### config.mk
export PLATFORM = sky130hd
export DESIGN_NAME = hgov_orient
export DESIGN_NICKNAME = d
export VERILOG_FILES = /design/src/hgov_pkg.sv /design/src/hgov_orient.sv
export SDC_FILE = /design/constraint.sdc
export NUM_CORES = 2
export LEC_CHECK = 0
export ABC_AREA = 1
export BUFFER_PORTS_ARGS = -buffer_cell sky130_fd_sc_hd__clkbuf_2
export CAP_MARGIN = 40
export CORE_MARGIN = 2
export CORE_UTILIZATION = 58
export CTS_CLUSTER_SIZE = 16
export DETAILED_ROUTE_END_ITERATION = 16
export HOLD_SLACK_MARGIN = 0.12
export PLACE_DENSITY = 0.74
export SETUP_SLACK_MARGIN = 0.15
export SLEW_MARGIN = 10
export SYNTH_ARGS = -nofsm -noshare
export SYNTH_HDL_FRONTEND = slang
export SYNTH_SLANG_ARGS = --single-unit
### constraint.sdc
create_clock -name clk -period 32.6 [get_ports clk]
set_input_delay 6.52 -clock clk [delete_from_list [all_inputs] [get_ports clk]]
set_output_delay 6.52 -clock clk [all_outputs]
set_load 0.02 [all_outputs]
### src/hgov_pkg.sv
// Shared types, constants and direction tables for the HOG orientation voter.
`default_nettype none
package hgov_pkg;

    localparam int MAX_IMAGE_SIDE = 1024;
    localparam int NUM_DIRS       = 9;

    localparam int CFG_IDX_W = 2;
    localparam int CFG_DATA_W = 9;
    localparam logic [CFG_IDX_W-1:0] CFG_CELL_SIDE  = 2'd0;
    localparam logic [CFG_IDX_W-1:0] CFG_CELLS_WIDE = 2'd1;
    localparam logic [CFG_IDX_W-1:0] CFG_CELLS_HIGH = 2'd2;

    localparam int FRAC_W     = 16;
    localparam int DIV_NUM_W  = 12;
    localparam int DIV_W      = DIV_NUM_W + FRAC_W;
    localparam int DEN_W      = 7;
    localparam int DIV_STAGES = 7;
    localparam int DIV_STEP   = 4;

    localparam int SQ_IN_W    = 17;
    localparam int SQ_ROOT_W  = 17;
    localparam int SQ_STAGES  = 7;
    localparam int SQ_STEP    = 3;

    localparam int PIPE_LAT   = 7;
    localparam int ORIENT_PAD = PIPE_LAT - 3;

    localparam int BIN_W  = 5;
    localparam int VOTE_W = 17;

    typedef struct packed {
        logic [9:0]  pos_x;
        logic [9:0]  pos_y;
        logic [23:0] above_rgb;
        logic [23:0] below_rgb;
        logic [23:0] left_rgb;
        logic [23:0] right_rgb;
    } hgov_in_t;

    typedef struct packed {
        logic [7:0]        cell_col;
        logic [7:0]        cell_row;
        logic [BIN_W-1:0]  orient_bin;
        logic [VOTE_W-1:0] vote_value;
        logic              last_vote;
    } hgov_out_t;

    typedef struct packed {
        logic [8:0] cols;
        logic [8:0] rows;
    } hgov_grid_t;

    function automatic logic signed [14:0] unit_x(input logic [3:0] k);
        logic signed [14:0] v;
        case (k)
            4'd0:    v = 15'sd10000;
            4'd1:    v = 15'sd9397;
            4'd2:    v = 15'sd7660;
            4'd3:    v = 15'sd5000;
            4'd4:    v = 15'sd1736;
            4'd5:    v = -15'sd1736;
            4'd6:    v = -15'sd5000;
            4'd7:    v = -15'sd7660;
            4'd8:    v = -15'sd9397;
            default: v = 15'sd0;
        endcase
        return v;
    endfunction

    function automatic logic signed [14:0] unit_y(input logic [3:0] k);
        logic signed [14:0] v;
        case (k)
            4'd0:    v = 15'sd0;
            4'd1:    v = 15'sd3420;
            4'd2:    v = 15'sd6428;
            4'd3:    v = 15'sd8660;
            4'd4:    v = 15'sd9848;
            4'd5:    v = 15'sd9848;
            4'd6:    v = 15'sd8660;
            4'd7:    v = 15'sd6428;
            4'd8:    v = 15'sd3420;
            default: v = 15'sd0;
        endcase
        return v;
    endfunction

endpackage
`default_nettype wire

### src/hgov_orient.sv
// Orientation snap: nine dot products, two-stage maximum search, alignment delay.
`default_nettype none
module hgov_orient
    import hgov_pkg::*;
(
    input  wire logic              clk,
    input  wire logic              en,
    input  wire logic signed [8:0] gx,
    input  wire logic signed [8:0] gy,
    output logic [BIN_W-1:0]       bin
);

    logic signed [23:0] d_reg [NUM_DIRS];
    logic signed [23:0] d_next [NUM_DIRS];
    logic signed [23:0] dh_reg [4];
    logic signed [24:0] top3_reg, top3_next;
    logic [BIN_W-1:0]   bin3_reg, bin3_next;
    logic [BIN_W-1:0]   bin4_reg, bin4_next;
    logic [BIN_W-1:0]   pad_reg [ORIENT_PAD];

    always_comb
    begin
        for (int k = 0; k < NUM_DIRS; k++)
        begin
            d_next[k] = unit_x(4'(k)) * gx + unit_y(4'(k)) * gy;
        end
    end

    always_comb
    begin
        logic signed [24:0] dd;
        logic signed [24:0] nd;
        top3_next = '0;
        bin3_next = '0;
        for (int k = 0; k < 5; k++)
        begin
            dd = 25'(d_reg[k]);
            nd = -dd;
            if (dd > top3_next)
            begin
                top3_next = dd;
                bin3_next = BIN_W'(k);
            end
            else if (nd > top3_next)
            begin
                top3_next = nd;
                bin3_next = BIN_W'(k + NUM_DIRS);
            end
        end
    end

    always_comb
    begin
        logic signed [24:0] top;
        logic signed [24:0] dd;
        logic signed [24:0] nd;
        top       = top3_reg;
        bin4_next = bin3_reg;
        for (int k = 0; k < 4; k++)
        begin
            dd = 25'(dh_reg[k]);
            nd = -dd;
            if (dd > top)
            begin
                top       = dd;
                bin4_next = BIN_W'(k + 5);
            end
            else if (nd > top)
            begin
                top       = nd;
                bin4_next = BIN_W'(k + 5 + NUM_DIRS);
            end
        end
    end

    always_ff @(posedge clk)
    begin
        if (en)
        begin
            for (int k = 0; k < NUM_DIRS; k++)
            begin
                d_reg[k] <= d_next[k];
            end
            for (int k = 0; k < 4; k++)
            begin
                dh_reg[k] <= d_reg[k + 5];
            end
            top3_reg <= top3_next;
            bin3_reg <= bin3_next;
            bin4_reg <= bin4_next;
            pad_reg[0] <= bin4_reg;
            for (int k = 1; k < ORIENT_PAD; k++)
            begin
                pad_reg[k] <= pad_reg[k-1];
            end
        end
    end

    assign bin = pad_reg[ORIENT_PAD-1];

endmodule
`default_nettype wire

# [Word-level counts from Yosys, hierarchy flattened]
# Memory sizes are Yosys's and may differ from the RTL's.
# Index checks and enable logic that the tools add are counted.
[op_classes] multipliers=13 bitwise=0 reduce_logical=3 eq_ne=0 mux=34 shift=0 n_lt_le_gt_ge=18 div=0 n_addsub=17
[ops] operator="25-bit two-way mux" count=16
[ops] operator="24-bit negator with 25-bit output" count=9
[ops] operator="24-bit by 25-bit > comparator with 1-bit output" count=8
[ops] operator="25-bit > comparator" count=8
[ops] operator="12-bit by 9-bit multiplier with 21-bit output, first input constant" count=4
[ops] operator="11-bit by 9-bit multiplier with 20-bit output, first input constant" count=4
[ops] operator="21-bit by 24-bit adder with 24-bit output" count=2
[ops] operator="23-bit by 23-bit adder with 24-bit output" count=2
[ops] operator="23-bit by 24-bit adder with 24-bit output" count=2
[ops] operator="24-bit by 22-bit adder with 24-bit output" count=2
[ops] operator="15-bit by 9-bit multiplier with 24-bit output, first input constant" count=2
[ops] operator="9-bit by 9-bit multiplier with 18-bit output, first input constant" count=2
[ops] operator="4-bit two-way mux" count=9
[ops] operator="5-bit two-way mux" count=7
[ops] operator="25-bit by 1-bit > comparator with 1-bit output, second input constant" count=1
[ops] operator="24-bit by 1-bit > comparator with 1-bit output, second input constant" count=1
[ops] operator="13-bit by 9-bit multiplier with 22-bit output, first input constant" count=1
[ops] operator="9-bit OR reduction" count=1
[ops] operator="2-bit OR reduction" count=2
[ops] operator="1-bit two-way mux" count=2
[totals] memories=3 romBits=0 latch_bits=0 elab_cells=94 out_inout_bits=5 reg_bits=35 mem_bits_rw=332
[memory_table] memory="d_reg" words=9 word_bits=24 rd=9 rd_clocked_by_memory_dff=0 wr=9 line="hgov_orient.sv:13" rtl="logic signed [23:0] d_reg [NUM_DIRS];"
[memory_table] memory="dh_reg" words=4 word_bits=24 rd=4 rd_clocked_by_memory_dff=0 wr=4 line="hgov_orient.sv:15" rtl="logic signed [23:0] dh_reg [4];"
[memory_table] memory="pad_reg" words=4 word_bits=5 rd=4 rd_clocked_by_memory_dff=0 wr=4 line="hgov_orient.sv:19" rtl="logic [BIN_W-1:0] pad_reg [ORIENT_PAD];"

# [Depth between registers and ports, before layout]
# An unclocked memory read counts as a cell.
[logic_depth] word_depth=17 mapped_depth=90 depth_no_buf=86

# [Worst setup path after synthesis]
# Ideal clock, no wire load.
[synth_path] path_type="input to register" startpoint="input port gy[7]" endpoint="memory d_reg[8][23] (netlist: d_reg[0][215]), data pin" path_slack_ns=19.237 path_buffers=0 required_time_ns=32.340 path_stages=33 setup_ns=0.260 arrival_ns=13.102 path_cell_list="inv_1 -> ha_1 -> inv_1 -> ha_1 -> inv_1 -> fa_1 -> inv_1 -> fa_1 -> fa_1 -> ha_1 -> nand2_1 -> o21ai_0 -> a21oi_1 -> o21bai_1 -> nand2_1 -> nand2_1 -> a21oi_1 -> o21ai_0 -> a21oi_1 -> o21bai_1 -> a21oi_1 -> o21bai_1 -> xor2_1 -> inv_1 -> ha_1 -> inv_1 -> fa_1 -> fa_1 -> inv_1 -> ha_1 -> a21oi_1 -> nand2_1 -> xor2_1"
[synth_rtl] element="start, declared" line="hgov_orient.sv:9" rtl="input wire logic signed [8:0] gy,"
[synth_rtl] element="end, declared" line="hgov_orient.sv:13"

==> flow_summary.toml <==
[synth]
async_flop_share = 0
ys.flop_type = "edfxtp_1"
synthDistinctLibCells = 67
synth-edff-count = 330
synth_top_area_share = 0.256
syn_inst = 6198
synthesis.area_um2 = 51600
synth.largest_area_cell = "ha_1"
yosys-top-cells-area = "ha_1 (26%), edfxtp_1 (19%), fa_1 (13%)"
yosys_register_bits = 330
ys_seq_area_frac = 0.192
syn_avg_cell_area_um2 = 8.33
ys.warnings.count = 0

[clock_network]
numCtsBuffers = 40
postCtsSetupBuffers = 0
clockRootBuffer = "clkbuf_16"
postCtsHoldBufs = 0
worstSkewPairLatency_ns = 0.62
cts_num_sinks = 330
htreeDepth = 2
cts-resized-gates = 0
cts_tree = "yes"
clk_pin_slew_ns = 0.06
cts_max_path_buffers = 3

[layout]
largest_reg_flops = 188
drive_gt1_frac = 0.0363
final_nets = 7649
stdcell_count = 7440
synthToLayoutAreaGrowth_pct = 5.66
fillers = 7850

[min_path]
hold_path_class = "flip-flop to flip-flop"
holdPathStages = 0

[critical_path]
r2r_cells = 67
arrival_ns = 15.21
end_kind = "flip-flop"
reg2reg_slack_ns = 17.74
cp_slowest_cell = "o21ai_0"
cp_max_fo = 30
required_ns = 32.95
critPathLaunchType = "flip-flop"
critPathMaxStageDelay_ns = 0.76
crit_type = "flip-flop to flip-flop"
cp_common_cell = "inv_1"

[sta]
worstMarginPinSlew_ns = 1.03
rsz0062_at_grt = "no"
final.setup.tns_ns = 0
skew_ns = 0.0335
final_hold_viol_count = 0
drv_slew = 0
max_freq_ghz = 0.0673
max-slew-margin-rel = 0.305
setup_ws_ns = 17.74
setup-violations-final = 0
period_share = 0.456
period_needed_ns = 14.86

[grt]
grt_max_degree = 99
grt_pass1_vias = 41643
antenna_found_initial = 9
grt_pass1_wl_um = 247000
globalRoute.totalOverflow = 0
track_usage = 0.364

[routing]
wl_per_cell_um = 22.2
drt-total-wl_um = 165000
drt_iter0_markers = 3769
drc = 0
viasPerCell = 5.76
ant_nets = 0
num_vias = 42823
dr.pass1.iters = 8

[floorplan]
die_y_um = 302
top_level_ports = 25
start_util = 0.585
fp.coreArea_um2 = 88200
die_x_um = 302
die_area_um2 = 91400
num_rows = 109

[run]
max_cap_violations = 0

[placed_design]
gp_congestion = 1.04
port_buffers = 24
dp_slack_ns = 17.73
placed_cells = 7369
hpwlAfterDp_um = 142000

[status]
status = "complete, no violations"
## layer usage
metal  wire length (um)  vias up  track usage
met3              12500      473       0.0577
met2              72300     1763        0.574
li1                   -    20527            -
met4              12100        2        0.221
met1              68600    20058        0.471
met5                 13        -            0
## worst max-delay path, delay by kind of cell, from the launching register on
kind / cells / cell delay, ns
AO/OA/AOI/OAI: 27 / 6.12
AND/OR/NAND/NOR: 23 / 3.80
buffers and inverters: 11 / 2.30
adder cells (fa/ha/maj): 5 / 1.61
flip-flops: 1 / 0.54
XOR/XNOR: 1 / 0.18
## final timing paths
check	start	endpoint
worst max-delay path	dh_reg[0][3]	bin4_reg[1]
worst min-delay path	d_reg[0][173]	dh_reg[2][5]
worst min register to register	d_reg[0][173]	dh_reg[2][5]
worst max register to register	dh_reg[0][3]	bin4_reg[1]
## cells in the mapped netlist, drive strengths merged, types with 23 or more instances
cell type and number:
inv 1350, o21bai 50, fa 329, edfxtp 330
nor2 317, o22ai 25, a21o 23, nand3 285
clkbuf 35, xnor2 115, nand2 886, ha 1054
a211oi 26, xor2 306, nor3 76, nand4 57
o21ai 266, nor4 27, a21oi 455
## placed cells by master (no fill, tap or decap), drive strengths merged, types with 5 or more instances in the layout
cell,n
a31oi,10
a21oi,455
o211ai,20
o221a,5
ha,1054
nor3,76
clkinvlp,7
nor4,27
buf,37
o221ai,13
a211oi,26
nand2,886
a221oi,5
o21ai,266
nand3b,21
fa,329
or2,12
and3,5
xor2,306
nand4,57
inv,1356
xnor2,115
nand3,285
o21bai,50
a22oi,15
or4,6
clkbuf,67
o22ai,25
o21a,5
edfxtp,330
and2,9
nor2,317
a21o,23
clkinv,12
## cell families (layout without fill, tap and decap cells)
group                      after synthesis  in the layout  synth area share
adders and majority gates             1383           1383             0.383
and+or+nand+nor                       1713           1713             0.146
AOI/OAI and AO/OA                      942            942             0.103
buffers and inverters                 1408           1483             0.104
DFF                                    330            330             0.192
xor gates and xnor gates               421            421            0.0715
other                                    1              3         0.0000727
## through the flow
| step | area [um^2] | hold WS [ns] | utilization |
|---|---|---|---|
| 2_1_floorplan | 51600 | 0.400 | - |
| 3_3_place_gp | 53000 | 0.401 | 0.601 |
| 3_5_place_dp | 53200 | 0.405 | 0.603 |
| 6_report | 54500 | 0.407 | 0.618 |
| 5_1_grt | 54500 | 0.421 | 0.618 |
| 4_1_cts | 54500 | 0.406 | 0.618 |
## area by class of cell
type	count	area [um^2]	area share
inverters	1353	5080	0.0932
multi-input cells	4461	36300	0.666
clock inverters	26	292	0.00535
repair buffers	60	433	0.00794
well taps	1165	1460	0.0267
diodes	1	2.50	0.0000459
flip-flops and latches	330	9910	0.182
clock buffers	44	1020	0.0186
Power is not shown: default switching activity piles up to over one toggle a cycle in this logic, so the estimate is an artifact.
