==> src/hgov_pkg.sv <==
// Shared types, constants and direction tables for the HOG orientation voter.
`default_nettype none
package hgov_pkg;

    localparam int MAX_IMAGE_SIDE = 1024;
    localparam int NUM_DIRS       = 9;

    localparam int CFG_IDX_W = 2;
    localparam int CFG_DATA_W = 9;
    localparam logic [CFG_IDX_W-1:0] CFG_CELL_SIDE  = 2'd0;
    localparam logic [CFG_IDX_W-1:0] CFG_CELLS_WIDE = 2'd1;
    localparam logic [CFG_IDX_W-1:0] CFG_CELLS_HIGH = 2'd2;

    localparam int FRAC_W     = 16;
    localparam int DIV_NUM_W  = 12;
    localparam int DIV_W      = DIV_NUM_W + FRAC_W;
    localparam int DEN_W      = 7;
    localparam int DIV_STAGES = 7;
    localparam int DIV_STEP   = 4;

    localparam int SQ_IN_W    = 17;
    localparam int SQ_ROOT_W  = 17;
    localparam int SQ_STAGES  = 7;
    localparam int SQ_STEP    = 3;

    localparam int PIPE_LAT   = 7;
    localparam int ORIENT_PAD = PIPE_LAT - 3;

    localparam int BIN_W  = 5;
    localparam int VOTE_W = 17;

    typedef struct packed {
        logic [9:0]  pos_x;
        logic [9:0]  pos_y;
        logic [23:0] above_rgb;
        logic [23:0] below_rgb;
        logic [23:0] left_rgb;
        logic [23:0] right_rgb;
    } hgov_in_t;

    typedef struct packed {
        logic [7:0]        cell_col;
        logic [7:0]        cell_row;
        logic [BIN_W-1:0]  orient_bin;
        logic [VOTE_W-1:0] vote_value;
        logic              last_vote;
    } hgov_out_t;

    typedef struct packed {
        logic [8:0] cols;
        logic [8:0] rows;
    } hgov_grid_t;

    function automatic logic signed [14:0] unit_x(input logic [3:0] k);
        logic signed [14:0] v;
        case (k)
            4'd0:    v = 15'sd10000;
            4'd1:    v = 15'sd9397;
            4'd2:    v = 15'sd7660;
            4'd3:    v = 15'sd5000;
            4'd4:    v = 15'sd1736;
            4'd5:    v = -15'sd1736;
            4'd6:    v = -15'sd5000;
            4'd7:    v = -15'sd7660;
            4'd8:    v = -15'sd9397;
            default: v = 15'sd0;
        endcase
        return v;
    endfunction

    function automatic logic signed [14:0] unit_y(input logic [3:0] k);
        logic signed [14:0] v;
        case (k)
            4'd0:    v = 15'sd0;
            4'd1:    v = 15'sd3420;
            4'd2:    v = 15'sd6428;
            4'd3:    v = 15'sd8660;
            4'd4:    v = 15'sd9848;
            4'd5:    v = 15'sd9848;
            4'd6:    v = 15'sd8660;
            4'd7:    v = 15'sd6428;
            4'd8:    v = 15'sd3420;
            default: v = 15'sd0;
        endcase
        return v;
    endfunction

endpackage
`default_nettype wire

==> src/hgov_div.sv <==
// Pipelined restoring divider: (num * 2^16) / den, a few quotient bits per stage.
`default_nettype none
module hgov_div
    import hgov_pkg::*;
(
    input  wire logic                 clk,
    input  wire logic                 en,
    input  wire logic [DIV_NUM_W-1:0] num,
    input  wire logic [DEN_W-1:0]     den,
    output logic [DIV_W-1:0]          quo
);

    logic [DEN_W-1:0] a_reg  [DIV_STAGES];
    logic [DEN_W-1:0] a_next [DIV_STAGES];
    logic [DIV_W-1:0] q_reg  [DIV_STAGES];
    logic [DIV_W-1:0] q_next [DIV_STAGES];

    for (genvar s = 0; s < DIV_STAGES; s++)
    begin : g_st
        logic [DEN_W-1:0] a_in;
        logic [DIV_W-1:0] q_in;

        if (s == 0)
        begin : g_first
            assign a_in = '0;
            assign q_in = {num, {FRAC_W{1'b0}}};
        end
        else
        begin : g_rest
            assign a_in = a_reg[s-1];
            assign q_in = q_reg[s-1];
        end

        always_comb
        begin
            logic [DEN_W:0]   t;
            logic [DEN_W-1:0] a;
            logic [DIV_W-1:0] q;
            a = a_in;
            q = q_in;
            for (int i = 0; i < DIV_STEP; i++)
            begin
                if (s * DIV_STEP + i < DIV_W)
                begin
                    t = {a, q[DIV_W-1]};
                    q = {q[DIV_W-2:0], 1'b0};
                    if (t >= {1'b0, den})
                    begin
                        t    = t - {1'b0, den};
                        q[0] = 1'b1;
                    end
                    a = t[DEN_W-1:0];
                end
            end
            a_next[s] = a;
            q_next[s] = q;
        end

        always_ff @(posedge clk)
        begin
            if (en)
            begin
                a_reg[s] <= a_next[s];
                q_reg[s] <= q_next[s];
            end
        end
    end

    assign quo = q_reg[DIV_STAGES-1];

endmodule
`default_nettype wire

==> config.mk <==
export PLATFORM = sky130hd
export DESIGN_NAME = hgov_div
export DESIGN_NICKNAME = d
export VERILOG_FILES = /design/src/hgov_pkg.sv /design/src/hgov_div.sv
export SDC_FILE = /design/constraint.sdc
export NUM_CORES = 1
export LEC_CHECK = 0
export ABC_AREA = 1
export BUFFER_PORTS_ARGS = -buffer_cell sky130_fd_sc_hd__clkbuf_2
export CAP_MARGIN = 20
export CORE_MARGIN = 10
export CORE_UTILIZATION = 58
export CTS_CLUSTER_SIZE = 14
export DETAILED_ROUTE_END_ITERATION = 12
export GPL_TIMING_DRIVEN = 0
export PLACE_DENSITY_LB_ADDON = 0.25
export SYNTH_ARGS = -nofsm -noshare
export SYNTH_HDL_FRONTEND = slang
export SYNTH_SLANG_ARGS = --single-unit
==> constraint.sdc <==
create_clock -name clk -period 6.4 [get_ports clk]
set_clock_uncertainty 0.05 [all_clocks]
set_input_delay 0.32 -clock clk [delete_from_list [all_inputs] [get_ports clk]]
set_output_delay 0.32 -clock clk [all_outputs]
set_load 0.05 [all_outputs]
**After elaboration in Yosys (flattened, before gate mapping)**

Memories as Yosys holds them, arrays and structs flattened.
Cells that the tools add are included.

- Register bits after elaboration: 0
- Bits in writable memories: 245
- Input bits: 21
- Output and inout port bits: 28
- Logic and storage cells: 116
- Memories kept: 2

Memory list:

| memory | depth | bits a word | rd ports | clocked after memory_dff | write ports | line | text |
|---|---|---|---|---|---|---|---|
| q_reg | 7 | 28 | 7 | 0 | 7 | hgov_div.sv:15 | `logic [DIV_W-1:0] q_reg [DIV_STAGES];` |
| a_reg | 7 | 7 | 6 | 0 | 7 | hgov_div.sv:13 | `logic [DEN_W-1:0] a_reg [DIV_STAGES];` |

- $add $sub $neg: 28
- $lt $le $gt $ge: 28
- Muxes and demuxes: 58

Operators by type and width:

| kind | number |
|---|---|
| 8-bit by 7-bit greater-or-equal comparator with 1-bit output | 27 |
| 7-bit 2-to-1 mux | 28 |
| 7-bit subtractor | 27 |
| 1-bit 2-to-1 mux | 30 |
| 1-bit by 7-bit greater-or-equal comparator with 1-bit output | 1 |
| 1-bit by 7-bit subtractor with 7-bit output | 1 |

**Depth between registers and ports, before layout**

Gate-level depths: netlist of run 1.
An unclocked memory read counts as a cell.

- Word-level depth: 9
- Gate-level depth with buffers: 46
- Mapped depth without buffers: 45

**Least setup slack after synthesis of run 1**

No wires, ideal clock.

- Path type: input to register
- From: input den[1]
- To: memory a_reg[2][0], data pin
- Library setup time: 0.253 ns
- Arrival time: 6.189 ns
- Required time: 6.097 ns
- Slack: -0.092 ns
- Stages: 40
- Path buffers: 1
- Cell sequence: inv_1 > fa_1 > nand2_1 > nand3_1 > nand2_1 > o21ai_1 > nand2_2 > nand2_4 > nand2_1 > and2_1 > fa_1 > o21ai_1 > nand3_1 > nand2_1 > nand2_1 > nand3_2 > buf_6 > nand2_1 > (+4 left out) > nand2_1 > nand2_1 > inv_1 > nand2_1 > inv_1 > nand2_2 > nand2_1 > nand2_1 > inv_1 > fa_1 > o21ai_0 > nand2_1 > nand2_1 > a21oi_1 > o21ai_0 > a21oi_2 > nand3_1 > nand2_1

RTL lines:

| element | line | text |
|---|---|---|
| from (decl) | hgov_div.sv:9 | `input wire logic [DEN_W-1:0] den,` |
| to (decl) | hgov_div.sv:13 |  |

==> results_dict.tcl, run 1 <==
set metrics [dict create \
    drt_iter0_markers 1024 \
    syn_to_final_growth_pct 17.6 \
    die_h_um 180 \
    synthCells 1806 \
    route.detailed.drc 0 \
    start_kind "flip-flop" \
    nets 2155 \
    crit_top_cell "nand2_1" \
    cts_tree "built" \
    critical_path_class "reg2reg" \
    first_global_vias 12000 \
    rows 58 \
    seq_area_frac_synth 0.337 \
    final_cell_mix "nand2_1 (499), inv_1 (192), edfxtp_1 (166)" \
    num_vias 12800 \
    vias_per_cell 5.62 \
    yosys.cell_types.count 54 \
    ys_seq_elements 166 \
    drt-wirelength-per-cell_um 15.5 \
    overflow 0 \
    nFillCells 1933 \
    fmax_mhz 163 \
    synth_warnings 0 \
    dieArea_mm2 0.0323 \
    status "completed" \
    drv_slew 0 \
    insertion_delay_ps 440 \
    place_area_mm2 0.0155 \
    cts_buffers 17 \
    grt_pass1_wl_mm 56.4 \
    synthesis.nets 2020 \
    clockRootBuffer "clkbuf_16" \
    port_buffers 48 \
    cp-end-kind "flip-flop" \
    max_slew.worst_pin.slew_ps 724 \
    dr.pass1.iters 6 \
    worst_slack_ps 255 \
    cp_slowest_stage_delay_ps 390 \
    regArea_mm2 0.00498 \
    io_pins 49 \
    cts_num_sinks 166 \
    dp_slack_ps -2190 \
    grt_max_degree 118 \
    core_mm2 0.0251 \
    dpl.hpwl_mm 23.1 \
    drv_cap 0 \
    cp.required_ps 6550 \
    die_w_um 180 \
    maxSlewHeadroom 0.517 \
    start_util 0.588 \
    routed_wirelength_mm 35.4 \
    clkTransAtPathRegs_ps 70 \
    drive_above_1_share 0.184 \
    finalHoldViolCount 0 \
    final_area_mm2 0.0174 \
    antenna_cells 0 \
    detail-route-antenna-nets 0 \
    multi_input_comb_area_mm2 0.00958 \
    largest_reg_flops 124 \
    crit_arrival_ps 6300 \
    r2r_slack_ps 260 \
    final_common_cell "nand2_1" \
    grt.total_usage 0.204 \
    clk_path_buf_depth 2 \
    gp_congestion 0.896 \
    setup_viol 0 \
    critPathMaxFanout 8 \
    avgSynthCellArea_um2 8.18 \
    fin_crit_ps 6140 \
    post-route-period-util 0.960 \
    h-tree-depth 4 \
    antenna_found_initial 0 \
    worst_path_max_delay_cell "edfxtp_1" \
    synth_area_mm2 0.0148 \
    hold_class "in2reg" \
]
==> final cells by class <==
cell class / count / share of cell area
repair buffers: 115 / 0.0482
multi-input cells: 1416 / 0.552
flip-flops and latches: 166 / 0.287
clock inverters: 15 / 0.0102
well taps: 330 / 0.0238
plain buffers: 13 / 0.00547
inverters: 211 / 0.0490
repair inverters: 1 / 0.000288
clock buffers: 17 / 0.0245
==> critical path, delay by kind of cell, from the launching register on <==
kind                     cells  cell delay (ps)
AND/OR/NAND/NOR             20             1890
buffers and inverters        7              850
flip-flops                   1              390
AO/OA/AOI/OAI                9             1380
adder cells (fa/ha/maj)      5             1330
==> metrics by stage <==
step	cells	setup TNS [ps]	hold WS (ps)	utilization
after floorplan	1806	-232	350	-
after global placement	2184	-82930	350	0.615
after detailed placement	2185	-90250	355	0.616
after CTS	2239	0	0.863	0.652
after global routing	2284	-2210	0.724	0.692
final	2284	0	10.3	0.692
==> worst paths after layout <==
| kind | from | endpoint | depth (start not counted) |
|---|---|---|---|
| min | num[3] | q_reg[0][23] | 1 |
| min reg2reg | q_reg[3][0] | q_reg[4][4] | 0 |
| max | q_reg[0][27] | q_reg[1][0] | 41 |
| max reg2reg | q_reg[0][27] | q_reg[1][0] | 41 |
==> timing repair <==
action | CTS | global route
endpoints found under the setup margin | 49 | 49
buffers inserted | 15 | 44
pin swaps | 11 | 35
gates resized for setup | 40 | 131
gates cloned | 1 | 0
endpoints found under the hold margin | 6 | 0
hold buffers | 6 | 0
==> synth_stat cells (all sizes together) <==
cell type,n,share of area
buf,12,0.0054
xor2,59,0.035
a21boi,5,0.0036
inv,210,0.054
a41oi,1,0.00059
clkbuf,1,0.00034
and2,1,0.00042
a21oi,128,0.047
xnor2,50,0.030
or2,20,0.0085
a31oi,10,0.0042
o21bai,7,0.0036
nand4,30,0.016
ha,178,0.15
nand2,534,0.14
nand3b,12,0.0069
edfxtp,166,0.34
nor3,14,0.0058
nand3,167,0.064
a211oi,1,0.00085
a21o,11,0.0056
and3,2,0.00085
o211ai,1,0.00051
o31ai,1,0.00051
fa,15,0.020
nor2,101,0.031
o21ai,63,0.023
clkinv,1,0.00025
o21a,5,0.0025
==> cell families after synthesis <==
| logic type | after synthesis | synth area share |
|---|---|---|
| compound gates | 233 | 0.0915 |
| flops | 166 | 0.337 |
| simple gates | 881 | 0.276 |
| xor+xnor | 109 | 0.0646 |
| buf+inv | 224 | 0.0595 |
| fa+ha+maj | 193 | 0.171 |
==> per-layer routing <==
layer  up-vias  share of wire  track usage
li1       6392              -            -
met4         0          0.026       0.0586
met2       364           0.49        0.354
met3        79          0.052       0.0347
met5         -              0            0
met1      5996           0.44        0.256
Power of run 1 is left out: the tool's default activity adds up to more than one toggle a clock period on the data nets, which glitch-free logic cannot reach.
==> run 2, diff against run 1 <==
--- a/config.mk
+++ b/config.mk
@@ -9,7 +9,7 @@
 export BUFFER_PORTS_ARGS = -buffer_cell sky130_fd_sc_hd__clkbuf_2
 export CAP_MARGIN = 20
 export CORE_MARGIN = 10
-export CORE_UTILIZATION = 58
+export CORE_UTILIZATION = 55
 export CTS_CLUSTER_SIZE = 14
 export DETAILED_ROUTE_END_ITERATION = 12
 export GPL_TIMING_DRIVEN = 0
==> results_dict.tcl, run 2 (synthesis results as in run 1) <==
set metrics [dict create \
    critPathMaxFanout 17 \
    dp_slack_ps -2160 \
    die_h_um 184 \
    drv_cap 0 \
    grt_max_degree 88 \
    clkTransAtPathRegs_ps 70 \
    start_util 0.562 \
    cts_tree "built" \
    worst_slack_ps 301 \
    antenna_cells 0 \
    multi_input_comb_area_mm2 0.00950 \
    final_cell_mix "nand2_1 (499), inv_1 (192), edfxtp_1 (166)" \
    cp_slowest_stage_delay_ps 410 \
    fin_crit_ps 6100 \
    maxSlewHeadroom 0.486 \
    post-route-period-util 0.953 \
    largest_reg_flops 124 \
    final_area_mm2 0.0172 \
    io_pins 49 \
    reg2reg_depth 40 \
    insertion_delay_ps 450 \
    cp-end-kind "flip-flop" \
    top_layer "met4" \
    worst_path_max_delay_cell "fa_2" \
    vias_per_cell 5.59 \
    final_common_cell "nand2_1" \
    drt_iter0_markers 990 \
    nFillCells 2117 \
    port_buffers 48 \
    start_kind "input port" \
    gp_congestion 0.898 \
    rows 59 \
    finalHoldViolCount 0 \
    met3_length_mm 1.58 \
    dr.pass1.iters 5 \
    syn_to_final_growth_pct 16.6 \
    nets 2151 \
    h-tree-depth 4 \
    hold_depth 1 \
    antenna_found_initial 0 \
    clk_path_buf_depth 2 \
    setup_viol 0 \
    routed_wirelength_mm 35.6 \
    dpl.hpwl_mm 23.4 \
    core_mm2 0.0263 \
    wl_met2_mm 17.3 \
    hold_class "in2reg" \
    num_vias 12800 \
    drv_slew 0 \
    fmax_mhz 164 \
    first_global_vias 12000 \
    crit_top_cell "nand2_1" \
    max_slew.worst_pin.slew_ps 771 \
    die_w_um 184 \
    cts_num_sinks 166 \
    drt-wirelength-per-cell_um 15.6 \
    route.detailed.drc 0 \
    crit_arrival_ps 6240 \
    clockRootBuffer "clkbuf_16" \
    overflow 0 \
    place_area_mm2 0.0155 \
    grt.total_usage 0.201 \
    wl_met1_mm 15.9 \
    drive_above_1_share 0.178 \
    critical_path_class "in2reg" \
    status "completed" \
    dieArea_mm2 0.0338 \
    grt_pass1_wl_mm 56.0 \
    cp.required_ps 6540 \
    cts_buffers 17 \
    detail-route-antenna-nets 0 \
    regArea_mm2 0.00498 \
]
==> run 2: path summary, 6_finish.rpt <==
check             slack [ps]    startpoint      endpoint
hold reg to reg          360  q_reg[5][16]  q_reg[6][20]
setup reg to reg         310  q_reg[0][27]   a_reg[1][6]
setup / recovery         300        den[0]   a_reg[5][0]
hold / removal             7        num[6]  q_reg[0][26]
==> run 2: repair_timing <==
| item | in CTS | in global routing |
|---|---|---|
| buffers inserted | 13 | 41 |
| pin swaps | 11 | 39 |
| endpoints found under the setup margin | 49 | 49 |
| hold buffers | 5 | 0 |
| hold endpoints to repair | 5 | 0 |
| resized for setup | 34 | 120 |
| cloned | 1 | 2 |
==> run 2: cell type report <==
type,instances,share of cell area
Buffer,13,0.00552
Clock buffer,17,0.0247
Clock inverter,15,0.0103
Inverter,211,0.0487
Multi-Input combinational cell,1417,0.551
Sequential cell,166,0.289
Tap cell,335,0.0243
Timing Repair Buffer,110,0.0453
Timing Repair inverter,1,0.000291
==> run 2: metal layers <==
metal,up-vias,global-route usage
met2,358,0.353
met1,5956,0.252
met5,-,0
met4,0,0.0616
li1,6387,-
met3,66,0.0237
==> run 2: metrics by stage <==
| stage | setup TNS, ps | hold slack (ps) | utilization | instances |
|---|---|---|---|---|
| floorplan | -232 | 350 | - | 1806 |
| global placement | -83870 | 350 | 0.587 | 2189 |
| detailed placement | -88580 | 355 | 0.589 | 2190 |
| CTS | 0 | 0.686 | 0.622 | 2241 |
| global route | -1490 | 1.09 | 0.656 | 2285 |
| finish | 0 | 6.95 | 0.656 | 2285 |
==> run 2: critical path: cells and delay by family <==
family,cells,cell delay (ps)
AND/OR/NAND/NOR,21,2230
adder cells (fa/ha/maj),4,1390
AO/OA/AOI/OAI,8,1270
buffers and inverters,7,960
Power of run 2 is left out for the same reason.
==> run 3, diff against run 2 <==
--- a/config.mk
+++ b/config.mk
@@ -8,8 +8,10 @@
 export ABC_AREA = 1
 export BUFFER_PORTS_ARGS = -buffer_cell sky130_fd_sc_hd__clkbuf_2
 export CAP_MARGIN = 20
+export CELL_PAD_IN_SITES_DETAIL_PLACEMENT = 1
+export CELL_PAD_IN_SITES_GLOBAL_PLACEMENT = 2
 export CORE_MARGIN = 10
-export CORE_UTILIZATION = 55
+export CORE_UTILIZATION = 36
 export CTS_CLUSTER_SIZE = 14
 export DETAILED_ROUTE_END_ITERATION = 12
 export GPL_TIMING_DRIVEN = 0
==> results_dict.tcl, run 3 (synthesis results as in run 1) <==
set metrics [dict create \
    final_cell_mix "nand2_1 (490), inv_1 (192), edfxtp_1 (166)" \
    io_pins 49 \
    gp_congestion 0.831 \
    die_w_um 223 \
    use_met2 0.304 \
    cp-end-kind "flip-flop" \
    clockRootBuffer "clkbuf_16" \
    detail-route-antenna-nets 0 \
    dr.pass1.iters 4 \
    cp.required_ps 6590 \
    final_common_cell "nand2_1" \
    crit_top_cell "nand2_1" \
    vias_per_cell 5.08 \
    die_h_um 223 \
    insertion_delay_ps 490 \
    setup_tns_ps 0 \
    finalHoldViolCount 0 \
    rows 74 \
    routed_wirelength_mm 42.1 \
    overflow 0 \
    post-route-period-util 0.948 \
    drv_cap 0 \
    start_util 0.363 \
    multi_input_comb_area_mm2 0.00990 \
    antenna_found_initial 0 \
    cts_buffers 17 \
    crit_buf_inv 7 \
    cts_num_sinks 166 \
    route.detailed.drc 0 \
    grt.busiest_layer "met2" \
    drt_iter0_markers 446 \
    start_kind "flip-flop" \
    setup_viol 0 \
    drive_above_1_share 0.213 \
    nFillCells 4873 \
    clk_path_buf_depth 2 \
    crit_family "simple AND/OR/NAND/NOR gates" \
    clkTransAtPathRegs_ps 70 \
    cts_tree "built" \
    dpl.hpwl_mm 30.2 \
    hold_class "in2reg" \
    grt.total_usage 0.169 \
    h-tree-depth 4 \
    drt-wirelength-per-cell_um 16.8 \
    syn_to_final_growth_pct 23.4 \
    grt_max_degree 90 \
    crit_arrival_ps 6260 \
    grtUsageMet1 0.196 \
    regArea_mm2 0.00498 \
    nets 2183 \
    cp_slowest_stage_delay_ps 400 \
    fmax_mhz 165 \
    worst_path_max_delay_cell "edfxtp_1" \
    first_global_vias 13400 \
    max_slew.worst_pin.slew_ps 847 \
    maxSlewHeadroom 0.435 \
    port_buffers 48 \
    critical_path_class "reg2reg" \
    dieArea_mm2 0.0495 \
    fin_crit_ps 6070 \
    num_vias 12800 \
    critPathMaxFanout 10 \
    met3_usage 0.0309 \
    largest_reg_flops 124 \
    drv_slew 0 \
    antenna_cells 0 \
    core_mm2 0.0407 \
    grt_pass1_wl_mm 67.9 \
    status "completed" \
]
[run 3: metrics by stage]
step | hold WS (ps) | utilization | area, um2 | setup WS (ps) | cells
floorplan | 350 | - | 14800 | -33.1 | 1806
global placement | 352 | 0.385 | 15700 | -2350 | 2386
detailed placement | 355 | 0.388 | 15800 | -2080 | 2392
CTS | 72.8 | 0.416 | 17000 | 9.54 | 2460
global route | 128 | 0.447 | 18200 | -93.9 | 2514
finish | 117 | 0.447 | 18200 | 332 | 2514
[run 3: timing repair]
action,in CTS,in global routing
hold endpoints to repair,8,0
setup buffers,28,54
gates cloned,0,1
endpoints found under the setup margin,49,49
hold buffers,8,0
resized for setup,60,161
pin swaps,22,51
[run 3: final timing paths]
check	start	end	slack, ps	cells after the start
worst max-delay path	q_reg[1][27]	a_reg[2][0]	330	43
worst min-delay path	num[8]	a_reg[0][0]	120	3
worst max register to register	q_reg[1][27]	a_reg[2][0]	330	43
worst min register to register	q_reg[5][0]	q_reg[6][4]	370	0
[run 3: cell type report]
type | count | share of cell area
multi-input cells | 1416 | 0.543
flip-flops and latches | 166 | 0.273
repair buffers | 145 | 0.0627
inverters | 211 | 0.0454
well taps | 532 | 0.0365
clock buffers | 18 | 0.0235
clock inverters | 14 | 0.0103
plain buffers | 12 | 0.00501
[run 3: tightest hold or removal path, stage by stage]
cell and delay, ps:
clkbuf_2 100, nand3_1 70, nand2_1 60
[run 3: metal layers]
layer  up-vias  share of wire
li1       6437              -
met1      6205           0.45
met2        84           0.52
met3        41          0.017
met4         0          0.017
met5         -              0
Power of run 3 is left out for the same reason.
