### config.mk
export PLATFORM = sky130hd
export DESIGN_NAME = hgov_sqrt
export DESIGN_NICKNAME = d
export VERILOG_FILES = /design/src/hgov_pkg.sv /design/src/hgov_sqrt.sv
export SDC_FILE = /design/constraint.sdc
export NUM_CORES = 1
export LEC_CHECK = 0
export BUFFER_PORTS_ARGS = -buffer_cell sky130_fd_sc_hd__buf_2
export CAP_MARGIN = 10
export CELL_PAD_IN_SITES_DETAIL_PLACEMENT = 1
export CELL_PAD_IN_SITES_GLOBAL_PLACEMENT = 2
export CORE_ASPECT_RATIO = 0.6
export CORE_MARGIN = 3
export CORE_UTILIZATION = 42
export CTS_CLUSTER_SIZE = 25
export DETAILED_ROUTE_END_ITERATION = 16
export GPL_TIMING_DRIVEN = 0
export PLACE_DENSITY_LB_ADDON = 0.1
export REMOVE_ABC_BUFFERS = 1
export SYNTH_ARGS = -nofsm -noshare
export SYNTH_HDL_FRONTEND = slang
export SYNTH_SLANG_ARGS = --single-unit
export TNS_END_PERCENT = 30
### constraint.sdc
create_clock -name clk -period 8.9 [get_ports clk]
set_input_delay 1.335 -clock clk [delete_from_list [all_inputs] [get_ports clk]]
set_output_delay 1.335 -clock clk [all_outputs]
set_load 0.02 [all_outputs]
### src/hgov_pkg.sv
// Shared types, constants and direction tables for the HOG orientation voter.
`default_nettype none
package hgov_pkg;

    localparam int MAX_IMAGE_SIDE = 1024;
    localparam int NUM_DIRS       = 9;

    localparam int CFG_IDX_W = 2;
    localparam int CFG_DATA_W = 9;
    localparam logic [CFG_IDX_W-1:0] CFG_CELL_SIDE  = 2'd0;
    localparam logic [CFG_IDX_W-1:0] CFG_CELLS_WIDE = 2'd1;
    localparam logic [CFG_IDX_W-1:0] CFG_CELLS_HIGH = 2'd2;

    localparam int FRAC_W     = 16;
    localparam int DIV_NUM_W  = 12;
    localparam int DIV_W      = DIV_NUM_W + FRAC_W;
    localparam int DEN_W      = 7;
    localparam int DIV_STAGES = 7;
    localparam int DIV_STEP   = 4;

    localparam int SQ_IN_W    = 17;
    localparam int SQ_ROOT_W  = 17;
    localparam int SQ_STAGES  = 7;
    localparam int SQ_STEP    = 3;

    localparam int PIPE_LAT   = 7;
    localparam int ORIENT_PAD = PIPE_LAT - 3;

    localparam int BIN_W  = 5;
    localparam int VOTE_W = 17;

    typedef struct packed {
        logic [9:0]  pos_x;
        logic [9:0]  pos_y;
        logic [23:0] above_rgb;
        logic [23:0] below_rgb;
        logic [23:0] left_rgb;
        logic [23:0] right_rgb;
    } hgov_in_t;

    typedef struct packed {
        logic [7:0]        cell_col;
        logic [7:0]        cell_row;
        logic [BIN_W-1:0]  orient_bin;
        logic [VOTE_W-1:0] vote_value;
        logic              last_vote;
    } hgov_out_t;

    typedef struct packed {
        logic [8:0] cols;
        logic [8:0] rows;
    } hgov_grid_t;

    function automatic logic signed [14:0] unit_x(input logic [3:0] k);
        logic signed [14:0] v;
        case (k)
            4'd0:    v = 15'sd10000;
            4'd1:    v = 15'sd9397;
            4'd2:    v = 15'sd7660;
            4'd3:    v = 15'sd5000;
            4'd4:    v = 15'sd1736;
            4'd5:    v = -15'sd1736;
            4'd6:    v = -15'sd5000;
            4'd7:    v = -15'sd7660;
            4'd8:    v = -15'sd9397;
            default: v = 15'sd0;
        endcase
        return v;
    endfunction

    function automatic logic signed [14:0] unit_y(input logic [3:0] k);
        logic signed [14:0] v;
        case (k)
            4'd0:    v = 15'sd0;
            4'd1:    v = 15'sd3420;
            4'd2:    v = 15'sd6428;
            4'd3:    v = 15'sd8660;
            4'd4:    v = 15'sd9848;
            4'd5:    v = 15'sd9848;
            4'd6:    v = 15'sd8660;
            4'd7:    v = 15'sd6428;
            4'd8:    v = 15'sd3420;
            default: v = 15'sd0;
        endcase
        return v;
    endfunction

endpackage
`default_nettype wire

### src/hgov_sqrt.sv
// Pipelined integer square root of a value scaled by 2^16, a few root bits per stage.
`default_nettype none
module hgov_sqrt
    import hgov_pkg::*;
(
    input  wire logic                 clk,
    input  wire logic                 en,
    input  wire logic [SQ_IN_W-1:0]   val,
    output logic [SQ_ROOT_W-1:0]      root
);

    localparam int N_W = 2 * SQ_ROOT_W;
    localparam int R_W = SQ_ROOT_W + 1;

    logic [R_W-1:0]       rem_reg  [SQ_STAGES];
    logic [R_W-1:0]       rem_next [SQ_STAGES];
    logic [SQ_ROOT_W-1:0] rt_reg   [SQ_STAGES];
    logic [SQ_ROOT_W-1:0] rt_next  [SQ_STAGES];
    logic [N_W-1:0]       n_reg    [SQ_STAGES];
    logic [N_W-1:0]       n_next   [SQ_STAGES];

    for (genvar s = 0; s < SQ_STAGES; s++)
    begin : g_st
        logic [R_W-1:0]       rem_in;
        logic [SQ_ROOT_W-1:0] rt_in;
        logic [N_W-1:0]       n_in;

        if (s == 0)
        begin : g_first
            assign rem_in = '0;
            assign rt_in  = '0;
            assign n_in   = N_W'({val, {FRAC_W{1'b0}}});
        end
        else
        begin : g_rest
            assign rem_in = rem_reg[s-1];
            assign rt_in  = rt_reg[s-1];
            assign n_in   = n_reg[s-1];
        end

        always_comb
        begin
            logic [R_W+1:0]       t;
            logic [R_W+1:0]       trial;
            logic [R_W-1:0]       r;
            logic [SQ_ROOT_W-1:0] q;
            logic [N_W-1:0]       n;
            r = rem_in;
            q = rt_in;
            n = n_in;
            for (int i = 0; i < SQ_STEP; i++)
            begin
                if (s * SQ_STEP + i < SQ_ROOT_W)
                begin
                    t     = {r, n[N_W-1 -: 2]};
                    n     = {n[N_W-3:0], 2'b00};
                    trial = (R_W+2)'({q, 2'b01});
                    if (t >= trial)
                    begin
                        t = t - trial;
                        q = {q[SQ_ROOT_W-2:0], 1'b1};
                    end
                    else
                    begin
                        q = {q[SQ_ROOT_W-2:0], 1'b0};
                    end
                    r = t[R_W-1:0];
                end
            end
            rem_next[s] = r;
            rt_next[s]  = q;
            n_next[s]   = n;
        end

        always_ff @(posedge clk)
        begin
            if (en)
            begin
                rem_reg[s] <= rem_next[s];
                rt_reg[s]  <= rt_next[s];
                n_reg[s]   <= n_next[s];
            end
        end
    end

    assign root = rt_reg[SQ_STAGES-1];

endmodule
`default_nettype wire

After elaboration in Yosys (flattened, before gate mapping)
Memories as Yosys holds them, arrays and structs flattened.
Cells that the tools add are included.
- multiplexer cells: 36
- add/subtract/negate cells: 17
- magnitude comparators: 17
- operators with widths (kind ; count):
    $mux 18 ; 17
    $ge 20x19->1 ; 14
    $sub 18x18->18 ; 14
    $ge 20x3->1 ; 1
    $ge 20x4->1 ; 1
    $mux 1 ; 19
    $sub 18x3->18 ; 1
    $sub 18x4->18 ; 1
    $sub 1x1->2 const B ; 1
    $ge 1x1->1 const B ; 1
- word-level logic and storage cells: 73
- input port bits: 19
- memories: 3
- flip-flop bits (word level): 0
- bits in writable memories: 483
- memory list (name ; depth ; width ; rd ports ; clocked after Yosys merged registers in ; wr ports ; RTL line ; source):
    n_reg ; 7 ; 34 ; 6 ; 0 ; 7 ; hgov_sqrt.sv:19 ; logic [N_W-1:0] n_reg [SQ_STAGES];
    rem_reg ; 7 ; 18 ; 6 ; 0 ; 7 ; hgov_sqrt.sv:15 ; logic [R_W-1:0] rem_reg [SQ_STAGES];
    rt_reg ; 7 ; 17 ; 7 ; 0 ; 7 ; hgov_sqrt.sv:17 ; logic [SQ_ROOT_W-1:0] rt_reg [SQ_STAGES];

Depth between registers and ports, before layout
Gate-level depths: netlist of run 1.
An unclocked memory read counts as a cell.
- word-level depth: 7
- gate-level depth with buffers: 41
- depth with buffers taken out: 38

Worst setup path before layout of run 1
Ideal clock, no wire load.
- kind: flip-flop to flip-flop
- start point: memory rt_reg[2][0]
- end point: memory rem_reg[3][13] (netlist bit), data pin
- arrival: 7580 ps
- clock period less this slack: 7846 ps
- data required time: 8634 ps
- path slack: 1054 ps
- stages on the path, launching flop included: 41
- cells stage by stage: edfxtp_1 -> inv_1 -> ha_1 -> inv_1 -> fa_1 -> nor2b_1 -> o21ai_0 -> a21boi_1 -> o21ai_0 -> a211o_1 -> nand2_1 -> clkbuf_1 -> clkinv_1 -> nand2_1 -> nand2_1 -> ha_1 -> a21o_1 -> a21oi_1 -> [5 not listed] -> nor4_1 -> clkbuf_1 -> ha_1 -> inv_1 -> ha_1 -> a21o_1 -> a21oi_1 -> o21bai_1 -> a21oi_1 -> o21ai_0 -> nand2_1 -> a21oi_1 -> nor2_1 -> a21boi_1 -> nand3b_1 -> clkbuf_1 -> nand3b_1 -> xor2_1
- RTL lines (element ; RTL line):
    start: declaration ; hgov_sqrt.sv:17
    end: declaration ; hgov_sqrt.sv:15

==> flow_summary.ini, run 1 <==
[status]
outcome = finished, final reports clean

[logic_synthesis]
synth_seq_cells = 185
netlist_top_cells_area = edfxtp_1 35%, ha_1 12%, a21oi_1 5.1%
syn_area_um2 = 15900
ys_async_sr_fraction_pct = 0
synthFlopType = edfxtp_1
yosysMostFrequentCell = edfxtp_1
synth_edf_count = 185
netlist_instances = 1720
synth_common_cells = 185 x edfxtp_1, 161 x a21oi_1, 156 x nor2_1, 150 x ha_1, 127 x inv_1
synth_top_area_share_pct = 34.9
yosysUniqueCellTypes = 103
synth_largest_area_cell = edfxtp_1
synth_warnings = 0
avgSynthCellArea_um2 = 9.24
ys_seq_area_share_pct = 34.9

[global_routing]
grt_first_pass_wirelength_mm = 78.7
grt_remaining_overflow = 0
first_global_vias = 12946
grt_start_max_net_pins = 98
grt_use_total_pct = 25.2
antenna_found_initial = 0

[drt]
routed_wirelength_mm = 51.0
avgRoutedWirePerCell_um = 22.3
initialDrtViolationCount = 1252
ant_nets = 0
viasPerCell = 5.94
vias = 13564
drc = 0
firstDrtPassIters = 5

[sta]
hold_violations = 0
finalCriticalPeriod_ps = 8550
fin_worst_skew_ps = 16.1
min_period_over_period_pct = 96.0
final-setup-viol-count = 0
drv_slew = 0
holdWs_ps = 420
slew_headroom_pct = 28.4
fmax_mhz = 117
worst_pin_slew_ps = 1060

[cells_and_area]
fin_nets = 1942
drive_above_1_share_pct = 11.0
n_fill_cell = 4224
syn2layout_area_growth_pct = 10.8
antenna_cells = 0
largest_reg_flops = 88
final_core_util_pct = 47.8

[power]
p_int_mw = 2.96
power_leakage_nw = 7.06
p_seq_share_pct = 25.3
comb_power_share_pct = 61.0
p_sw_share_pct = 47.5
vdd_drop_max_uv = 145
pwr-share-clk_pct = 13.7
p_switching_mw = 2.68
power_mw = 5.64
cellPowerDensity_nw_per_um2 = 320

[critical_path]
critPathLaunch = rt_reg[2][0]
crit_path_top_delay_cell = o31ai_1
critical_path_class = reg -> reg
cp-start-kind = flip-flop
reg2reg_to = rem_reg[3][13]
path_buf_inv = 8
rrSetupSlack_ps = 350
r2r-start = rt_reg[2][0]
cp.arrival_ps = 8720
slowest_delay_ps = 520
end_kind = flip-flop
rr_worst_depth = 37
path_delay_family = compound AO/OA/AOI/OAI gates
required_ps = 9070
worstPathMaxFanout = 12

[cts]
numCtsBuffers = 17
cts_max_level = 4
cts_root_buf = clkbuf_16
cts.clk_slew.worst_paths_ps = 80
clockBufferDepth = 2
cts_sinks = 185
postCtsHoldBufs = 0
clk-insertion-delay-late_ps = 460
cts_tree = built

[run]
drv_cap = 0

[floorplan]
die_w_um = 257
dieArea_um2 = 40300
ios = 36
die_y_um = 157
initial_core_util_pct = 43.2
row_count = 54
core-area_um2 = 36800

[min_path]
worstHoldEndpoint = rt_reg[6][7]
hp-start = rt_reg[5][7]
hold_class = reg -> reg
min_path_cells = 0

[placed_design]
portBuffers = 35
gp_congestion = 0.867
hpwl_mm = 39.7
## per-stage QoR
stage	setup slack [ps]	instance area (µm²)	instances	TNS, ps
6_report	355	17600	2285	0
5_1_grt	-7.50	17600	2285	-7.50
4_1_cts	40.6	17400	2269	0
3_5_place_dp	-1630	16600	2225	-53130
3_3_place_gp	-4130	16500	2220	-109730
2_1_floorplan	-155	15700	1681	-635
## layer usage
| metal | up-vias | track usage, % | wire length (µm) |
|---|---|---|---|
| met4 | 0 | 3.67 | 260 |
| met2 | 347 | 31.6 | 18400 |
| met3 | 17 | 4.12 | 3460 |
| met1 | 6723 | 43.7 | 28900 |
| met5 | - | 0 | 0 |
| li1 | 6477 | - | - |
## power groups by stage
stage	Combinational (mW)	Clock (mW)	Sequential, mW
2_1_floorplan	2.30	0	1.36
4_1_cts	3.30	0.793	1.42
6_report	3.44	0.775	1.42
3_3_place_gp	3.03	0	1.44
3_5_place_dp	3.13	0	1.44
5_1_grt	3.79	0.828	1.45
## cell type report
type	instances	area [µm²]	share of cell area (%)
Clock buffer	18	429	2.44
Clock inverter	14	158	0.895
Inverter	133	526	2.98
Multi-Input combinational cell	1365	9840	55.9
Sequential cell	185	5560	31.6
Tap cell	504	631	3.58
Timing Repair Buffer	64	455	2.59
Timing Repair inverter	2	15.0	0.0853
## timing repair
item | in CTS | in global routing
buffers inserted | 9 | 12
setup endpoints to repair | 54 | 47
gates cloned | 3 | 2
pin swaps | 2 | 7
gates resized for setup | 28 | 23
## placed cells by master (no fill, tap or decap), types with 23 or more instances in the layout
cell | netlist | layout
a21o_1 | 36 | 36
a21oi_1 | 161 | 152
buf_2 | 6 | 36
edfxtp_1 | 185 | 185
ha_1 | 150 | 150
inv_1 | 127 | 121
nand2_1 | 113 | 111
nand2b_1 | 23 | 23
nand3_1 | 35 | 34
nand4_1 | 24 | 24
nor2_1 | 156 | 155
nor3_1 | 31 | 31
o21ai_0 | 102 | 99
xnor2_1 | 89 | 89
xor2_1 | 60 | 59
## cell families (layout without fill, tap and decap cells)
logic type               Yosys count  in the layout  synth area share, %
AND/OR/NAND/NOR                  530            532                 17.4
adder cells (fa/ha/maj)          155            155                 12.4
XOR/XNOR                         149            149                 8.21
AO/OA/AOI/OAI                    491            491                 20.0
buffers and inverters            172            231                 4.46
multiplexers                      38             38                 2.54
flip-flops                       185            185                 34.9
## worst max-delay path by stage
| stage | depth (start not counted) | slack, ps | endpoint |
|---|---|---|---|
| floorplan | 36 | -160 | rem_reg[3][12] |
| global placement | 35 | -4130 | rem_reg[3][5] |
| detailed placement | 38 | -1630 | rem_reg[3][5] |
| CTS | 37 | 40 | rem_reg[4][11] |
| global route | 40 | -7 | rem_reg[3][13] |
| finish | 37 | 350 | rem_reg[3][13] |
Note: power is estimated with default switching activity, not from simulation.
==> run 2, diff against run 1 <==
ABC_AREA = 1   (was unset)
CORE_UTILIZATION = 38   (was 42)
==> run 2 against run 1 <==
Against the previous run:
- combinational power shrank 4%
- setup slack gained 290 ps
- clock skew grew 1.4 ps
- maximum frequency grew 3.5%
- critical path depth grew 5
==> flow_summary.ini, run 2 <==
[critical_path]
cp-start-kind = flip-flop
crit_path_frequent_cell = nand2_1
critical_path_class = reg -> reg
crit_path_top_delay_cell = edfxtp_1
critPathLaunch = rt_reg[3][5]
slowest_delay_ps = 450
worstPathMaxFanout = 27
reg2reg_to = rem_reg[4][14]
end_kind = flip-flop
cp.arrival_ps = 8460
rrSetupSlack_ps = 640
required_ps = 9110
r2r-start = rt_reg[3][5]
rr_worst_depth = 42

[min_path]
hold_class = reg -> reg
worstHoldEndpoint = n_reg[1][28]
hp-start = n_reg[0][22]
min_path_cells = 0

[cells_and_area]
syn2layout_area_growth_pct = 8.46
n_fill_cell = 5511
final_core_util_pct = 42.5
final_common_cell = nand2_1
largest_reg_flops = 88
fin_nets = 2543
final_cells = 2961
drive_above_1_share_pct = 9.40
final_cell_mix = 614 x nand2_1, 306 x inv_1, 185 x edfxtp_1, 180 x nor2_1, 172 x nand3_1
antenna_cells = 0

[sta]
rsz0062_at_grt = no
finalCriticalPeriod_ps = 8260
worst_slack_ps = 644
fin_setup_tns_ps = 0
final-setup-viol-count = 0
hold_violations = 0
drv_slew = 0
fin_worst_skew_ps = 17.4
fmax_mhz = 121
slew_headroom_pct = 32.4
min_period_over_period_pct = 92.8
worst_pin_slew_ps = 1010

[logic_synthesis]
synth_seq_cells = 185
ys_seq_area_share_pct = 32.1
netlist_top_cells_area = edfxtp_1 32%, nand2_1 13%, ha_1 11%
synth_warnings = 0
ys_async_sr_fraction_pct = 0
synth_common_cells = 616 x nand2_1, 307 x inv_1, 185 x edfxtp_1, 180 x nor2_1, 174 x nand3_1
synth_top_area_share_pct = 32.1
netlist_instances = 2337
avgSynthCellArea_um2 = 7.40
yosysUniqueCellTypes = 57
synth_edf_count = 185
synthFlopType = edfxtp_1
synth_largest_area_cell = edfxtp_1
syn_area_um2 = 17300
yosysMostFrequentCell = nand2_1

[power]
power_leakage_nw = 8.67
cellPowerDensity_nw_per_um2 = 295
power_mw = 5.54
vdd_drop_max_uv = 131

[placed_design]
portBuffers = 35
pre_cts_slack_ps = -255
hpwl_mm = 46.8
gp_congestion = 0.874
dp.cells = 2924

[floorplan]
core-area_um2 = 44100
initial_core_util_pct = 39.2
dieArea_um2 = 48200
die_w_um = 281
ios = 36
die_y_um = 171
row_count = 59

[drt]
initialDrtViolationCount = 1108
drc = 0
routed_wirelength_mm = 57.6
vias = 15872
viasPerCell = 5.36
ant_nets = 0
firstDrtPassIters = 5
avgRoutedWirePerCell_um = 19.5

[status]
outcome = finished, final reports clean

[cts]
cts_root_buf = clkbuf_16
cts.clk_slew.worst_paths_ps = 90
cts_max_level = 4
clk-insertion-delay-late_ps = 470
clockBufferDepth = 2
cts_tree = built
numCtsBuffers = 17
cts_sinks = 185

[global_routing]
grt_use_total_pct = 24.2
busiest_layer = met1
grt_start_max_net_pins = 120
grt_remaining_overflow = 0
gr-usage-met1_pct = 40.1
grt_first_pass_wirelength_mm = 90.6
grt.met3_usage_pct = 4.35
first_global_vias = 15671
use_met2_pct = 32.9
antenna_found_initial = 1

[run]
drv_cap = 0
[run 2: layer usage]
layer | wire (µm) | share of wire (%)
met1 | 32800 | 57
met2 | 21500 | 37
met3 | 2990 | 5.2
met4 | 287 | 0.50
met5 | 0 | 0
[run 2: kinds of logic after synthesis]
family	Yosys count	synth area share, %
compound gates	355	11.6
xor+xnor	103	5.22
fa+ha+maj	155	11.4
buf+inv	360	8.27
flops	185	32.1
simple gates	1179	31.3
[run 2: critical path, delay by kind of cell (launching register included)]
family	cells	cell delay, ps
and+or+nand+nor	16	2290
AOI/OAI and AO/OA	14	2580
buffers and inverters	8	1490
adders and majority gates	4	1120
DFF	1	450
[run 2: how the worst max path moves through the flow]
| stage | end | depth (start not counted) |
|---|---|---|
| after floorplan | rem_reg[4][3] | 38 |
| after global placement | rem_reg[4][3] | 38 |
| after detailed placement | rem_reg[4][3] | 37 |
| after CTS | rem_reg[4][3] | 35 |
| after global routing | rem_reg[4][12] | 42 |
| final | rem_reg[4][14] | 42 |
[run 2: per-stage QoR]
stage,instance area (µm²),hold WS [ps]
finish,18700,426
floorplan,17100,400
detailed placement,18000,406
global placement,18000,401
CTS,18700,425
global route,18700,422
[run 2: what timing repair did]
action,in CTS,in global routing
pin swaps,0,1
buffers inserted,0,4
setup endpoints to repair,12,35
hold endpoints to repair,0,0
resized for setup,3,6
gates cloned,1,0
hold buffers,0,0
[run 2: layout make-up]
cell class	instances	area [µm²]	share of cell area, %
multi-input combinational	1792	10300	55.1
tap	579	724	3.86
timing repair buffer	40	243	1.29
inverter	332	1250	6.67
sequential	185	5560	29.6
clock inverter	15	220	1.17
clock buffer	17	425	2.27
timing repair inverter	1	7.51	0.0400
[run 2: report_power, final]
part	switching, mW	internal [mW]	leakage [nW]	total, mW
clock network	0.454	0.399	0.310	0.852
logic	2.20	1.11	6.63	3.31
registers	0.144	1.23	1.73	1.38
total	2.80	2.74	8.67	5.54
==> run 3, diff against run 2 <==
ABC_AREA = unset   (was 1)
CORE_UTILIZATION = 42   (was 38)
RECOVER_POWER = 50   (was unset)
==> run 3 against run 2 <==
Against the previous run:
- the run now ends with capacitance limit, slew limit left
- hold slack got worse by 4.2 ps
- highest routed layer unchanged
- flip-flop and latch count unchanged
- clock power decreased by 9.0%
- combinational power increased by 4%
- count of clock-buffer cells in the layout increased by 1
- largest power group unchanged
- cell count decreased by 23%
- critical path depth decreased by 5
- power increased by 1.9%
- via count decreased by 14%
- critical path type unchanged
- sequential share of layout area increased by 2.0 points
- sequential power increased by 4%
==> flow_summary.ini, run 3 (synthesis gave the netlist of run 1 again) <==
[cells_and_area]
antenna_cells = 0
final_cell_mix = 185 x edfxtp_1, 155 x nor2_1, 152 x a21oi_1, 150 x ha_1, 121 x inv_1
final_cells = 2285
syn2layout_area_growth_pct = 10.5
largest_reg_flops = 88
n_fill_cell = 4235
design_area_um2 = 17600
fin_nets = 1942
drive_above_1_share_pct = 10.7
final_common_cell = edfxtp_1

[cts]
postCtsHoldBufs = 0
cts_sinks = 185
clk-insertion-delay-late_ps = 460
cts_max_level = 4
cts_tree = built
numCtsBuffers = 17
clockBufferDepth = 2
cts.clk_slew.worst_paths_ps = 80
cts_root_buf = clkbuf_16

[sta]
hold_violations = 0
drv_slew = 188
holdWs_ps = 421
fin_setup_tns_ps = 0
slew_headroom_pct = -254
final-setup-viol-count = 0
finalCriticalPeriod_ps = 8600
fmax_mhz = 116
fin_worst_skew_ps = 17.0
min_period_over_period_pct = 96.7
worst_pin_slew_ps = 5310

[critical_path]
slowest_delay_ps = 530
required_ps = 9070
cp-start-kind = flip-flop
worstPathMaxFanout = 12
end_kind = flip-flop
critical_path_class = reg -> reg
cp.arrival_ps = 8770
crit_path_top_delay_cell = o31ai_1

[min_path]
hold_class = reg -> reg

[floorplan]
dieArea_um2 = 40300
row_count = 54
core-area_um2 = 36800
initial_core_util_pct = 43.2
ios = 36
die_w_um = 257
die_y_um = 157

[power]
power_leakage_nw = 7.03
cellPowerDensity_nw_per_um2 = 321
power_mw = 5.64
vdd_drop_max_uv = 145

[global_routing]
grt_start_max_net_pins = 98
grt_first_pass_wirelength_mm = 78.7
grt_remaining_overflow = 0
grt_use_total_pct = 25.2
antenna_found_initial = 0
first_global_vias = 12946

[drt]
drc = 0
ant_nets = 0
firstDrtPassIters = 5
initialDrtViolationCount = 1215
routed_wirelength_mm = 50.9
viasPerCell = 5.95
avgRoutedWirePerCell_um = 22.3
vias = 13602

[placed_design]
placed_cell_area_um2 = 16600
portBuffers = 35
gp_congestion = 0.867
dp.cells = 2225
hpwl_mm = 39.7

[status]
violations = capacitance limit, slew limit
outcome = finished with violations

[run]
drv_cap = 2
## run 3: changes by cell type in the layout (fill, tap and decap cells not counted), sizes merged, moves of 34 or more
cell   previous run  this run
nand4            59        25
xnor2            36        89
inv             337       134
o21ai           163       108
nand2           652       114
nor2            213       156
nand3           193        39
## run 3: layer usage
metal | part of all wire [%] | track usage (%)
met5 | 0 | 0
met4 | 0.53 | 3.67
met3 | 6.6 | 4.12
met2 | 36 | 31.6
met1 | 57 | 43.7
## run 3: worst paths after layout
path	to	slack (ps)	startpoint	cells after the start
min reg2reg	rt_reg[6][7]	420	rt_reg[5][7]	0
max reg2reg	rem_reg[3][13]	300	rt_reg[2][0]	37
min	rt_reg[6][7]	420	rt_reg[5][7]	0
max	rem_reg[3][13]	300	rt_reg[2][0]	37
## run 3: through the flow
step	utilization (%)	setup WS [ps]
3_3_place_gp	44.8	-4130
6_report	47.7	296
4_1_cts	47.2	40.6
5_1_grt	47.7	-6.63
3_5_place_dp	45.0	-1630
2_1_floorplan	-	-155
## run 3: area by class of cell
| cell class | count | area (µm²) | area share (%) |
|---|---|---|---|
| timing repair inverter | 2 | 15.0 | 0.0855 |
| inverter | 133 | 526 | 2.99 |
| multi-input combinational | 1365 | 9840 | 56.0 |
| clock inverter | 14 | 158 | 0.898 |
| tap | 504 | 631 | 3.59 |
| timing repair buffer | 64 | 413 | 2.35 |
| clock buffer | 18 | 429 | 2.44 |
| sequential | 185 | 5560 | 31.6 |
## run 3: worst max-delay path, delay by kind of cell (launching register included)
family	cells	cell delay, ps
xor gates and xnor gates	1	210
and+or+nand+nor	10	1730
DFF	1	440
AOI/OAI and AO/OA	14	3400
buffers and inverters	8	1210
adders and majority gates	4	1310
## run 3: what timing repair did
action	in CTS	in global routing
resized for setup	28	23
cloned	3	2
pin swaps	2	7
hold endpoints to repair	0	0
endpoints found under the setup margin	54	47
buffers inserted	9	12
## run 3: where the power goes
group          internal [mW]  switching, mW
Combinational           1.33           2.11
Sequential              1.26          0.171
Clock                  0.376          0.399
